File: config.mk
export PLATFORM = sky130hd
export DESIGN_NAME = ipv4_option_parser
export DESIGN_NICKNAME = d
export VERILOG_FILES = /design/src/rtl/core/iop_pkg.sv /design/src/rtl/core/iop_parse.sv /design/src/rtl/core/ipv4_option_parser.sv
export SDC_FILE = /design/constraint.sdc
export NUM_CORES = 1
export LEC_CHECK = 0
export ABC_AREA = 1
export BUFFER_PORTS_ARGS = -buffer_cell sky130_fd_sc_hd__buf_4
export CORE_MARGIN = 1.5
export CORE_UTILIZATION = 25
export CTS_CLUSTER_DIAMETER = 120
export DETAILED_ROUTE_END_ITERATION = 10
export GPL_TIMING_DRIVEN = 0
export PLACE_DENSITY = 0.41
export SYNTH_ARGS = -nofsm -noshare
export SYNTH_HDL_FRONTEND = slang
export SYNTH_SLANG_ARGS = --single-unit
File: constraint.sdc
create_clock -name aclk -period 5.6 [get_ports aclk]
set_input_delay 1.12 -clock aclk [delete_from_list [all_inputs] [get_ports aclk]]
set_output_delay 1.12 -clock aclk [all_outputs]
set_load 0.01 [all_outputs]
File: src/rtl/core/iop_pkg.sv
// ----------------------------------------------------------------------------
// IPv4 option parser package
// Shared types, option codes and record kinds for the option area parser.
// ----------------------------------------------------------------------------
`default_nettype none

package iop_pkg;

    // Largest option area the parser accepts; longer lengths are clamped.
    localparam int unsigned MAX_OPTION_BYTES = 40;

    // Option type codes.
    localparam logic [7:0] OPT_EOL  = 8'd0;
    localparam logic [7:0] OPT_NOP  = 8'd1;
    localparam logic [7:0] OPT_RR   = 8'd7;
    localparam logic [7:0] OPT_TS   = 8'd68;
    localparam logic [7:0] OPT_LSRR = 8'd131;
    localparam logic [7:0] OPT_SSRR = 8'd137;

    // Timestamp flag byte masks.
    localparam logic [7:0] TS_BAD_FLAGS = 8'h0C;
    localparam logic [7:0] TS_ADDR_MASK = 8'h03;

    // Record kinds.
    localparam logic [2:0] KIND_HEADER     = 3'd0;
    localparam logic [2:0] KIND_ROUTE_ADDR = 3'd1;
    localparam logic [2:0] KIND_STAMP      = 3'd2;
    localparam logic [2:0] KIND_STAMP_ADDR = 3'd3;
    localparam logic [2:0] KIND_RAW        = 3'd4;
    localparam logic [2:0] KIND_DONE       = 3'd5;

    // Parse phase, one-hot.
    typedef enum logic [5:0] {
        PH_TYPE  = 6'b000001,
        PH_LEN   = 6'b000010,
        PH_PTR   = 6'b000100,
        PH_FLAGS = 6'b001000,
        PH_DATA  = 6'b010000,
        PH_RAW   = 6'b100000
    } phase_t;

    // One result record.
    typedef struct packed {
        logic [2:0]  kind;
        logic [7:0]  type_code;
        logic [5:0]  option_length;
        logic [7:0]  pointer_value;
        logic [3:0]  stamp_flags;
        logic [31:0] data_word;
        logic        area_error;
        logic        last_record;
    } rec_t;

endpackage

`default_nettype wire

File: src/rtl/core/iop_parse.sv
// ----------------------------------------------------------------------------
// IPv4 option parser state and record generation
// Holds the parse state and works out, for one option byte, the records it
// causes: at most one option record followed by at most one area done record.
// ----------------------------------------------------------------------------
`default_nettype none

module iop_parse #(
    parameter int unsigned MAX_OPTION_BYTES = iop_pkg::MAX_OPTION_BYTES
) (
    input  wire logic            aclk,
    input  wire logic            aresetn,
    input  wire logic            byte_fire,
    input  wire logic [7:0]      opt_byte,
    input  wire logic            area_start,
    input  wire logic [5:0]      area_length,
    output iop_pkg::rec_t        rec_a,
    output logic                 rec_a_valid,
    output iop_pkg::rec_t        rec_b,
    output logic                 rec_b_valid
);
    import iop_pkg::*;

    // Parse state registers.
    logic [5:0]  pos_reg,   pos_next;
    logic [5:0]  size_reg,  size_next;
    phase_t      phase_reg, phase_next;
    logic [7:0]  type_reg,  type_next;
    logic [7:0]  len_reg,   len_next;
    logic [5:0]  ostart_reg, ostart_next;
    logic [7:0]  ptr_reg,   ptr_next;
    logic [3:0]  flags_reg, flags_next;
    logic [31:0] acc_reg,   acc_next;
    logic [1:0]  wcnt_reg,  wcnt_next;
    logic        half_reg,  half_next;
    logic        err_reg,   err_next;

    // Values the byte is parsed against (state after an area start).
    logic [5:0]  pos_e;
    logic [5:0]  size_e;
    phase_t      phase_e;
    logic [7:0]  type_e;
    logic [7:0]  len_e;
    logic [5:0]  ostart_e;
    logic [7:0]  ptr_e;
    logic [3:0]  flags_e;
    logic [31:0] acc_e;
    logic [1:0]  wcnt_e;
    logic        half_e;
    logic        err_e;

    logic [5:0]  len_clamped;
    logic        active;
    logic [8:0]  last_pos;
    logic        at_last;
    logic [8:0]  opt_end;
    logic [8:0]  ptr_limit;
    logic        is_route;
    logic [31:0] acc_shift;
    logic        opt_valid;
    logic [2:0]  opt_kind;
    logic [31:0] opt_data;
    logic        done_valid;
    rec_t        opt_rec;
    rec_t        done_rec;

    // Area length clamped into the supported range.
    always_comb begin
        if (area_length == 6'd0) begin
            len_clamped = 6'd1;
        end else if (area_length > 6'(MAX_OPTION_BYTES)) begin
            len_clamped = 6'(MAX_OPTION_BYTES);
        end else begin
            len_clamped = area_length;
        end
    end

    // An area start discards the running area and begins from reset state.
    always_comb begin
        pos_e    = area_start ? 6'd0    : pos_reg;
        size_e   = area_start ? len_clamped : size_reg;
        phase_e  = area_start ? PH_TYPE : phase_reg;
        type_e   = area_start ? 8'd0    : type_reg;
        len_e    = area_start ? 8'd0    : len_reg;
        ostart_e = area_start ? 6'd0    : ostart_reg;
        ptr_e    = area_start ? 8'd0    : ptr_reg;
        flags_e  = area_start ? 4'd0    : flags_reg;
        acc_e    = area_start ? 32'd0   : acc_reg;
        wcnt_e   = area_start ? 2'd0    : wcnt_reg;
        half_e   = area_start ? 1'b0    : half_reg;
        err_e    = area_start ? 1'b0    : err_reg;
    end

    assign active    = pos_e < size_e;
    assign last_pos  = {3'd0, ostart_e} + {1'b0, len_e} - 9'd1;
    assign at_last   = {3'd0, pos_e} == last_pos;
    assign opt_end   = {3'd0, ostart_e} + {1'b0, opt_byte};
    assign ptr_limit = {1'b0, len_e} + 9'd1;
    assign is_route  = (type_e == OPT_RR) || (type_e == OPT_LSRR) || (type_e == OPT_SSRR);
    assign acc_shift = {acc_e[23:0], opt_byte};

    // Byte parse: next state and the option record, if any.
    always_comb begin
        pos_next    = pos_e;
        size_next   = size_e;
        phase_next  = phase_e;
        type_next   = type_e;
        len_next    = len_e;
        ostart_next = ostart_e;
        ptr_next    = ptr_e;
        flags_next  = flags_e;
        acc_next    = acc_e;
        wcnt_next   = wcnt_e;
        half_next   = half_e;
        err_next    = err_e;
        opt_valid   = 1'b0;
        opt_kind    = KIND_HEADER;
        opt_data    = 32'd0;
        done_valid  = 1'b0;

        if (active && !err_e) begin
            unique case (phase_e)
                PH_TYPE: begin
                    ostart_next = pos_e;
                    type_next   = opt_byte;
                    ptr_next    = 8'd0;
                    flags_next  = 4'd0;
                    if (opt_byte == OPT_EOL || opt_byte == OPT_NOP) begin
                        len_next  = 8'd1;
                        opt_valid = 1'b1;
                    end else begin
                        len_next   = 8'd0;
                        phase_next = PH_LEN;
                    end
                end
                PH_LEN: begin
                    len_next = opt_byte;
                    if (opt_byte < 8'd2 || opt_end > {3'd0, size_e}) begin
                        err_next = 1'b1;
                    end else if (is_route) begin
                        if (opt_byte < 8'd3 || opt_byte[1:0] != 2'd3) begin
                            err_next = 1'b1;
                        end else begin
                            phase_next = PH_PTR;
                        end
                    end else if (type_e == OPT_TS) begin
                        if (opt_byte < 8'd4 || opt_byte[1:0] != 2'd0) begin
                            err_next = 1'b1;
                        end else begin
                            phase_next = PH_PTR;
                        end
                    end else begin
                        opt_valid  = 1'b1;
                        phase_next = (opt_byte == 8'd2) ? PH_TYPE : PH_RAW;
                    end
                end
                PH_PTR: begin
                    ptr_next = opt_byte;
                    if (is_route) begin
                        if (opt_byte[1:0] != 2'd0 || opt_byte < 8'd4 ||
                            {1'b0, opt_byte} > ptr_limit) begin
                            err_next = 1'b1;
                        end else begin
                            opt_valid  = 1'b1;
                            wcnt_next  = 2'd0;
                            acc_next   = 32'd0;
                            phase_next = at_last ? PH_TYPE : PH_DATA;
                        end
                    end else begin
                        if (opt_byte[1:0] != 2'd1 || opt_byte < 8'd5 ||
                            {1'b0, opt_byte} > ptr_limit) begin
                            err_next = 1'b1;
                        end else begin
                            phase_next = PH_FLAGS;
                        end
                    end
                end
                PH_FLAGS: begin
                    if ((opt_byte & TS_BAD_FLAGS) != 8'd0 ||
                        (opt_byte & TS_ADDR_MASK) == 8'd2) begin
                        err_next = 1'b1;
                    end else if ((opt_byte & TS_ADDR_MASK) != 8'd0 &&
                                 (len_e[2:0] != 3'd4 || ptr_e[2:0] != 3'd5)) begin
                        err_next = 1'b1;
                    end else begin
                        flags_next = opt_byte[3:0];
                        opt_valid  = 1'b1;
                        half_next  = 1'b0;
                        wcnt_next  = 2'd0;
                        acc_next   = 32'd0;
                        phase_next = at_last ? PH_TYPE : PH_DATA;
                    end
                end
                PH_DATA: begin
                    if (wcnt_e == 2'd3) begin
                        opt_valid = 1'b1;
                        opt_data  = acc_shift;
                        if (is_route) begin
                            opt_kind = KIND_ROUTE_ADDR;
                        end else if (flags_e[1:0] != 2'd0) begin
                            opt_kind  = half_e ? KIND_STAMP : KIND_STAMP_ADDR;
                            half_next = ~half_e;
                        end else begin
                            opt_kind = KIND_STAMP;
                        end
                        wcnt_next = 2'd0;
                        acc_next  = 32'd0;
                    end else begin
                        wcnt_next = wcnt_e + 2'd1;
                        acc_next  = acc_shift;
                    end
                    if (at_last) begin
                        phase_next = PH_TYPE;
                    end
                end
                PH_RAW: begin
                    opt_valid = 1'b1;
                    opt_kind  = KIND_RAW;
                    opt_data  = {24'd0, opt_byte};
                    if (at_last) begin
                        phase_next = PH_TYPE;
                    end
                end
                default: begin
                    phase_next = PH_TYPE;
                end
            endcase
        end

        // End of area: an option still open is malformed.
        if (active) begin
            pos_next = pos_e + 6'd1;
            if (pos_next == size_e) begin
                if (phase_next != PH_TYPE) begin
                    err_next = 1'b1;
                end
                done_valid = 1'b1;
                phase_next = PH_TYPE;
            end
        end
    end

    // Records built from the updated option state.
    always_comb begin
        opt_rec.kind          = opt_kind;
        opt_rec.type_code     = type_next;
        opt_rec.option_length = len_next[5:0];
        opt_rec.pointer_value = ptr_next;
        opt_rec.stamp_flags   = flags_next;
        opt_rec.data_word     = opt_data;
        opt_rec.area_error    = 1'b0;
        opt_rec.last_record   = !done_valid;

        done_rec               = '0;
        done_rec.kind          = KIND_DONE;
        done_rec.area_error    = err_next;
        done_rec.last_record   = 1'b1;
    end

    // The first record of the byte always sits in slot A.
    always_comb begin
        rec_a_valid = opt_valid || done_valid;
        rec_a       = opt_valid ? opt_rec : done_rec;
        rec_b_valid = opt_valid && done_valid;
        rec_b       = done_rec;
    end

    // State update on each accepted byte.
    always_ff @(posedge aclk) begin
        if (!aresetn) begin
            pos_reg    <= 6'd0;
            size_reg   <= 6'd0;
            phase_reg  <= PH_TYPE;
            type_reg   <= 8'd0;
            len_reg    <= 8'd0;
            ostart_reg <= 6'd0;
            ptr_reg    <= 8'd0;
            flags_reg  <= 4'd0;
            acc_reg    <= 32'd0;
            wcnt_reg   <= 2'd0;
            half_reg   <= 1'b0;
            err_reg    <= 1'b0;
        end else if (byte_fire) begin
            pos_reg    <= pos_next;
            size_reg   <= size_next;
            phase_reg  <= phase_next;
            type_reg   <= type_next;
            len_reg    <= len_next;
            ostart_reg <= ostart_next;
            ptr_reg    <= ptr_next;
            flags_reg  <= flags_next;
            acc_reg    <= acc_next;
            wcnt_reg   <= wcnt_next;
            half_reg   <= half_next;
            err_reg    <= err_next;
        end
    end

endmodule

`default_nettype wire

File: src/rtl/core/ipv4_option_parser.sv
// The first record of a byte appears on the output in the cycle after the
// byte's transaction. One byte is taken per cycle while the output stage can
// take it; a byte that ends an area while also yielding an option record holds
// the input until its overflow record moves into the head register. Reset
// (aresetn low, synchronous) clears the parse state and empties the output
// stage.
// ----------------------------------------------------------------------------
// IPv4 option parser
// Splits an IPv4 option area, one byte per transaction, into option records
// and an area done record, behind a two-entry output stage.
// ----------------------------------------------------------------------------
`default_nettype none

module ipv4_option_parser #(
    parameter int unsigned MAX_OPTION_BYTES = iop_pkg::MAX_OPTION_BYTES
) (
    input  wire logic        aclk,
    input  wire logic        aresetn,
    input  wire logic        s_tvalid,
    output logic             s_tready,
    input  wire logic [15:0] s_tdata,   // opt_byte [7:0], area_length [13:8], zero pad
    input  wire logic        s_tuser,   // area_start [0]
    output logic             m_tvalid,
    input  wire logic        m_tready,
    output logic [63:0]      m_tdata,   // type_code [7:0], option_length [13:8],
                                        // pointer_value [21:14], stamp_flags [25:22],
                                        // data_word [57:26], area_error [58], zero pad
    output logic [2:0]       m_tuser,   // record_kind [2:0]
    output logic             m_tlast    // last_record
);
    import iop_pkg::*;

    logic  in_fire;
    logic  out_fire;
    rec_t  rec_a;
    rec_t  rec_b;
    logic  rec_a_valid;
    logic  rec_b_valid;

    // Output stage: head register and one overflow register.
    rec_t  head_reg;
    logic  head_v_reg;
    rec_t  ovf_reg;
    logic  ovf_v_reg;

    assign s_tready = !ovf_v_reg && (!head_v_reg || m_tready);
    assign in_fire  = s_tvalid && s_tready;
    assign out_fire = head_v_reg && m_tready;

    iop_parse #(
        .MAX_OPTION_BYTES (MAX_OPTION_BYTES)
    ) u_parse (
        .aclk        (aclk),
        .aresetn     (aresetn),
        .byte_fire   (in_fire),
        .opt_byte    (s_tdata[7:0]),
        .area_start  (s_tuser),
        .area_length (s_tdata[13:8]),
        .rec_a       (rec_a),
        .rec_a_valid (rec_a_valid),
        .rec_b       (rec_b),
        .rec_b_valid (rec_b_valid)
    );

    // Output stage valid flags.
    always_ff @(posedge aclk) begin
        if (!aresetn) begin
            head_v_reg <= 1'b0;
            ovf_v_reg  <= 1'b0;
        end else if (ovf_v_reg) begin
            if (out_fire) begin
                head_v_reg <= 1'b1;
                ovf_v_reg  <= 1'b0;
            end
        end else if (in_fire) begin
            head_v_reg <= rec_a_valid;
            ovf_v_reg  <= rec_b_valid;
        end else if (out_fire) begin
            head_v_reg <= 1'b0;
        end
    end

    // Output stage payload.
    always_ff @(posedge aclk) begin
        if (ovf_v_reg) begin
            if (out_fire) begin
                head_reg <= ovf_reg;
            end
        end else if (in_fire) begin
            head_reg <= rec_a;
            ovf_reg  <= rec_b;
        end
    end

    // Pack the head record onto the result channel.
    assign m_tvalid = head_v_reg;
    assign m_tuser  = head_reg.kind;
    assign m_tlast  = head_reg.last_record;
    assign m_tdata  = {5'd0, head_reg.area_error, head_reg.data_word,
                       head_reg.stamp_flags, head_reg.pointer_value,
                       head_reg.option_length, head_reg.type_code};

endmodule

`default_nettype wire

==> results of run 1 <==
per-stage QoR:
step / area, µm² / cells / setup TNS [ps] / hold slack (ps)
4_1_cts: 10900 / 1761 / 0 / 469
2_1_floorplan: 8990 / 1185 / 0 / 429
3_3_place_gp: 10200 / 1729 / -43740 / 444
3_5_place_dp: 10200 / 1730 / -39450 / 458
5_1_grt: 10900 / 1761 / 0 / 488
6_report: 10900 / 1761 / 0 / 469
where the power goes:
part,internal (µW),switching [µW],total (µW)
registers,1160,22.3,1190
clock network,754,506,1260
logic,169,345,514
area by class of cell:
| type | instances | share of cell area, % |
|---|---|---|
| inverters | 222 | 7.67 |
| multi-input cells | 758 | 39.6 |
| repair buffers | 84 | 5.99 |
| plain buffers | 58 | 2.88 |
| clock buffers | 18 | 3.95 |
| flip-flops and latches | 146 | 32.8 |
| well taps | 461 | 5.31 |
| clock inverters | 14 | 1.86 |
synth_stat cells (3+ instances only):
| master | instances |
|---|---|
| inv_1 | 211 |
| nand2_1 | 204 |
| nor2_1 | 111 |
| dfxtp_1 | 82 |
| a21oi_1 | 78 |
| edfxtp_1 | 64 |
| o21ai_0 | 62 |
| nand3_1 | 61 |
| ha_1 | 43 |
| clkbuf_1 | 31 |
| a221oi_1 | 24 |
| nor3_2 | 18 |
| o211ai_1 | 18 |
| nor3_1 | 17 |
| a211oi_1 | 15 |
| xor2_1 | 12 |
| inv_2 | 10 |
| nand4_1 | 10 |
| o22ai_1 | 10 |
| buf_2 | 9 |
| nor2_2 | 9 |
| buf_4 | 8 |
| a31oi_1 | 7 |
| a32oi_1 | 7 |
| buf_6 | 7 |
| nand2_2 | 7 |
| xnor2_1 | 6 |
| nor2_4 | 5 |
| buf_1 | 4 |
| or2_2 | 4 |
| nand3_2 | 3 |
| nand3b_1 | 3 |
| nor4_1 | 3 |
per-layer routing:
metal,vias to the layer above,GRT usage (%),share of wire (%)
met2,162,30.2,49
met1,3864,22.0,47
li1,4104,-,-
met5,-,0,0
met3,23,2.35,3.1
met4,0,4.62,1.5
worst max-delay path, stage by stage:
cell and delay (ps):
buf_4 150, clkbuf_1 570, inv_1 360, fa_1 520, inv_1 90, nand3_1 70
nand2_1 110, xor2_1 220, inv_1 70, ha_1 280, nand2_1 80, inv_1 50
nand3_1 80, nand3_1 80, nand2_1 60, nand2_1 40, nand2_1 180, nand2_2 140
o31ai_4 250, nand2_1 130, nor2_4 280, inv_2 150, buf_6 180, nor2_1 200
logic make-up (layout without fill, tap and decap cells):
kind of cell             after synthesis  count (layout)  share of synthesized area, %
AO/OA/AOI/OAI                        227             227                          15.3
XOR/XNOR                              18              18                          1.76
adder cells (fa/ha/maj)               45              45                          6.44
buffers and inverters                281             396                          12.8
flip-flops                           146             146                          39.7
other                                  1               5                        0.0418
AND/OR/NAND/NOR                      463             463                          24.0
timing repair:
item / CTS / global route
cloned: 0 / 0
endpoints found under the setup margin: 61 / 9
resized for setup: 1 / 2
pin swaps: 0 / 1
endpoints found under the hold margin: 0 / 0
worst paths after layout:
check                             start             endpoint  cells past startpoint
hold reg to reg     u_parse.size_reg[5]  u_parse.size_reg[5]                      2
hold / removal      u_parse.size_reg[5]  u_parse.size_reg[5]                      2
setup reg to reg  u_parse.ostart_reg[0]           m_tdata[8]                     25
setup / recovery             s_tdata[1]           m_tdata[8]                     24
==> run_results.csv, run 1 <==
group,metric,value,unit
cts,cts_hold_buffers,0,
global_routing,grt_pass1_vias,7955,
cts,clk_pin_slew,70,ps
logic_synthesis,seq_area_frac_synth,39.7,%
timing,final-hold-violation-count,0,
drt,drc,0,
timing,timing.final.ws_setup,348,ps
logic_synthesis,syn_inst,1181,
worst_setup_path,reg2reg_slack,1500,ps
cells_and_area,fill_cells,3943,
logic_synthesis,synth-edff-count,64,
global_routing,track_usage,17.2,%
job,max_cap_viol_count,0,
drt,wirelength,31000,µm
timing,relSlewSlack,40.1,%
logic_synthesis,synth_area_leaders,"edfxtp_1 21%, dfxtp_1 18%, inv_1 8.8%, nand2_1 8.5%, ha_1 6.0%",
hold_path,worstHoldPathType,"register to register",
cts,root_buffer,"clkbuf_16",
cts,clock_sinks,146,
logic_synthesis,synth_area,8980,µm²
logic_synthesis,async_reset_ff_share,0,%
logic_synthesis,synth_ff_type,"dfxtp_1",
cts,clk_latency,440,ps
run_status,status,"finished clean",
cells_and_area,final_common_cell,"inv_1",
drt,first_iter_violations,431,
cts,post-cts-setup-buffers,0,
timing,finalCritPeriodShare,93.8,%
global_routing,antenna_found_initial,0,
logic_synthesis,yosysUniqueCellTypes,48,
worst_setup_path,critical_path_class,"input pin to register",
cells_and_area,drive_above_1_share,15.6,%
drt,dr.pass1.iters,5,
cells_and_area,multiInputGateArea,4300,µm²
global_routing,grt_pass1_wl,47300,µm
floorplanning,fp.dieH,193,µm
timing,worst_pin_slew,898,ps
global_routing,grt_overflow_total,0,
floorplanning,coreArea,35500,µm²
cells_and_area,largest_reg_flops,59,
logic_synthesis,synth_largest_area_cell,"edfxtp_1",
floorplanning,ios,91,
floorplanning,chipWidth,193,µm
cells_and_area,fin_util,30.6,%
floorplanning,die_area,37100,µm²
timing,setup_viol,0,
placement,hpwl,23800,µm
cells_and_area,final_cell_mix,"211 x inv_1, 203 x nand2_1, 111 x nor2_1",
drt,num_vias,8153,
worst_setup_path,cp.arrival,5500,ps
power,p_leak,0.00480,µW
logic_synthesis,syn_avg_cell_area,7.60,µm²
cells_and_area,areaGrowthSynthToFinish,21.1,%
placement,place_ws,-753,ps
cells_and_area,antennaDiodeCount,0,
power,ir_worst_vdd,0.188,mV
timing,slew_violations,0,
timing,max_clock_freq,190,MHz
cells_and_area,regArea,3560,µm²
power,total_power,2960,µW
worst_setup_path,cp.required,5850,ps
floorplanning,initial_core_util,25.3,%
worst_setup_path,start_kind,"input pin",
logic_synthesis,netlist.area_leader.share,21.4,%
cts,cts-buffers-inserted,17,
worst_setup_path,crit_fanout,10,
global_routing,grt_start_max_net_pins,61,
drt,wl_per_cell,17.6,µm
drt,vias_per_cell,4.63,
timing,finClkSkew,16.1,ps
placement,port_buffers,83,
cts,ctsLongestPathBuffers,2,
timing,timing.final.crit_period,5250,ps
timing,rsz0062_at_grt,"false",
drt,ant_nets,0,
logic_synthesis,synth_warnings,0,
cts,cts_tree,"yes",
cells_and_area,num-nets-final,1353,
cts,htree_num_levels,4,
power,powerDensity,272,nW/µm²
logic_synthesis,ys_ff_latch,146,
floorplanning,core.rowCount,69,
worst_setup_path,end_kind,"register",
placement,gp_congestion,0.904,
Power figures use the tool's default switching activity.
==> run 2: changes to the inputs <==
CORE_ASPECT_RATIO = 1.2   (was not set)
CTS_CLUSTER_DIAMETER = not set   (was 120)
CTS_CLUSTER_SIZE = 28   (was not set)
==> run_results.csv, run 2 (same netlist as run 1, synthesis figures left out) <==
group,metric,value,unit
hold_path,holdCritStartpoint,"u_parse.size_reg[5]",
worst_setup_path,start_kind,"input pin",
floorplanning,core.rowCount,75,
cts,htree_num_levels,4,
floorplanning,ios,91,
floorplanning,initial_core_util,25.5,%
drt,wl_per_cell,17.4,µm
drt,dr.pass1.iters,4,
worst_setup_path,cp_slowest_cell,"fa_1",
worst_setup_path,slowest_delay,400,ps
cells_and_area,fin_cells,1762,
global_routing,antenna_found_initial,0,
timing,timing.final.ws_setup,284,ps
cells_and_area,final_cell_mix,"211 x inv_1, 204 x nand2_1, 111 x nor2_1",
placement,gp_congestion,0.939,
timing,timing.final.crit_period,5320,ps
worst_setup_path,end_kind,"register",
cts,cts-buffers-inserted,17,
hold_path,hold_depth,2,
cts,clk_pin_slew,60,ps
floorplanning,fp.dieH,211,µm
worst_setup_path,cp.required,5860,ps
cells_and_area,antennaDiodeCount,0,
worst_setup_path,crit_fanout,19,
worst_setup_path,r2r_cells,25,
timing,finClkSkew,17.1,ps
cells_and_area,fill_cells,3823,
worst_setup_path,critical_path_class,"input pin to register",
hold_path,worstHoldPathType,"register to register",
global_routing,globalRouteMet1Util,19.9,%
run_status,status,"finished clean",
timing,relSlewSlack,44.3,%
global_routing,busiest_layer,"met2",
worst_setup_path,crit_buf_inv,10,
cells_and_area,largest_reg_flops,59,
floorplanning,coreArea,35200,µm²
placement,postPlaceCellArea,10200,µm²
placement,dp_cells,1731,
timing,slew_violations,0,
worst_setup_path,cpMostUsedCell,"nand2_1",
drt,first_iter_violations,436,
global_routing,grt_pass1_vias,7917,
job,max_cap_viol_count,0,
power,total_power,2800,µW
worst_setup_path,crit_cells,28,
power,p_leak,0.00477,µW
cts,clk_latency,450,ps
cells_and_area,final_common_cell,"inv_1",
worst_setup_path,critPathLaunch,"s_tuser",
worst_setup_path,cpLargestDelayFamily,"simple AND/OR/NAND/NOR gates",
cts,clock_sinks,146,
timing,final-hold-violation-count,0,
power,ir_worst_vdd,0.218,mV
drt,drc,0,
cts,cts_tree,"yes",
cells_and_area,num-nets-final,1353,
cells_and_area,areaGrowthSynthToFinish,20.0,%
global_routing,met2_usage,30.7,%
cts,ctsLongestPathBuffers,2,
cts,post-cts-setup-buffers,0,
placement,port_buffers,83,
timing,max_clock_freq,188,MHz
global_routing,grt_overflow_total,0,
worst_setup_path,cp.arrival,5570,ps
power,powerDensity,260,nW/µm²
drt,ant_nets,0,
worst_setup_path,r2r-start,"u_parse.ostart_reg[0]",
drt,wirelength,30600,µm
timing,setup_viol,0,
cells_and_area,fin_area,10800,µm²
placement,place_ws,-907,ps
timing,rsz0062_at_grt,"false",
drt,num_vias,8131,
timing,worst_pin_slew,835,ps
floorplanning,die_area,37100,µm²
global_routing,track_usage,16.8,%
global_routing,grt_pass1_wl,46400,µm
global_routing,grt_start_max_net_pins,62,
cts,root_buffer,"clkbuf_16",
floorplanning,chipWidth,176,µm
cells_and_area,drive_above_1_share,15.5,%
timing,finalCritPeriodShare,94.9,%
placement,hpwl,23700,µm
global_routing,grt_use_met3,2.45,%
drt,vias_per_cell,4.61,
[run 2: cell count changes in the layout (fill, tap and decap cells not counted), sizes merged]
cell	previous run	this run
bufinv	4	1
clkbuf	48	49
inv	225	224
clkinv	3	6
[run 2: area by class of cell]
cell class              count  area [µm²]  area share [%]
plain buffers              58         313            2.90
multi-input cells         758        4290            39.8
flip-flops and latches    146        3560            33.1
well taps                 462         578            5.36
repair buffers             84         651            6.04
clock inverters            13         114            1.06
clock buffers              19         433            4.02
inverters                 222         833            7.73
[run 2: final timing paths]
check	slack [ps]	end
setup / recovery	280	m_tdata[22]
hold / removal	460	u_parse.size_reg[5]
setup reg to reg	1420	m_tdata[22]
hold reg to reg	460	u_parse.size_reg[5]
[run 2: per-stage QoR]
step                      TNS, ps  hold slack [ps]  util, %
after floorplan                 0              429        -
after global placement     -46910              441     29.0
after detailed placement   -48940              446     29.1
after CTS                       0              456     30.6
after global routing            0              470     30.6
final                           0              456     30.6
[run 2: power breakdown]
group	internal (µW)	total, µW	switching, µW
clock network	611	1100	493
registers	1160	1190	22.0
logic	169	513	344
[run 2: routing by layer]
layer	wire length, µm	up-vias	share of wire [%]
met5	0	-	0
met4	711	0	2.3
met3	882	31	2.9
met2	15600	151	51
met1	13300	3835	44
li1	-	4114	-
[run 2: what timing repair did]
item	4_1_cts	5_1_grt
endpoints found under the setup margin	64	0
hold endpoints to repair	0	0
gates resized for setup	1	0
hold buffers	0	0
[run 2: tightest hold or removal path, stage by stage (launching register included)]
cell	delay, ps
dfxtp_1	300
inv_1	60
a21oi_1	60
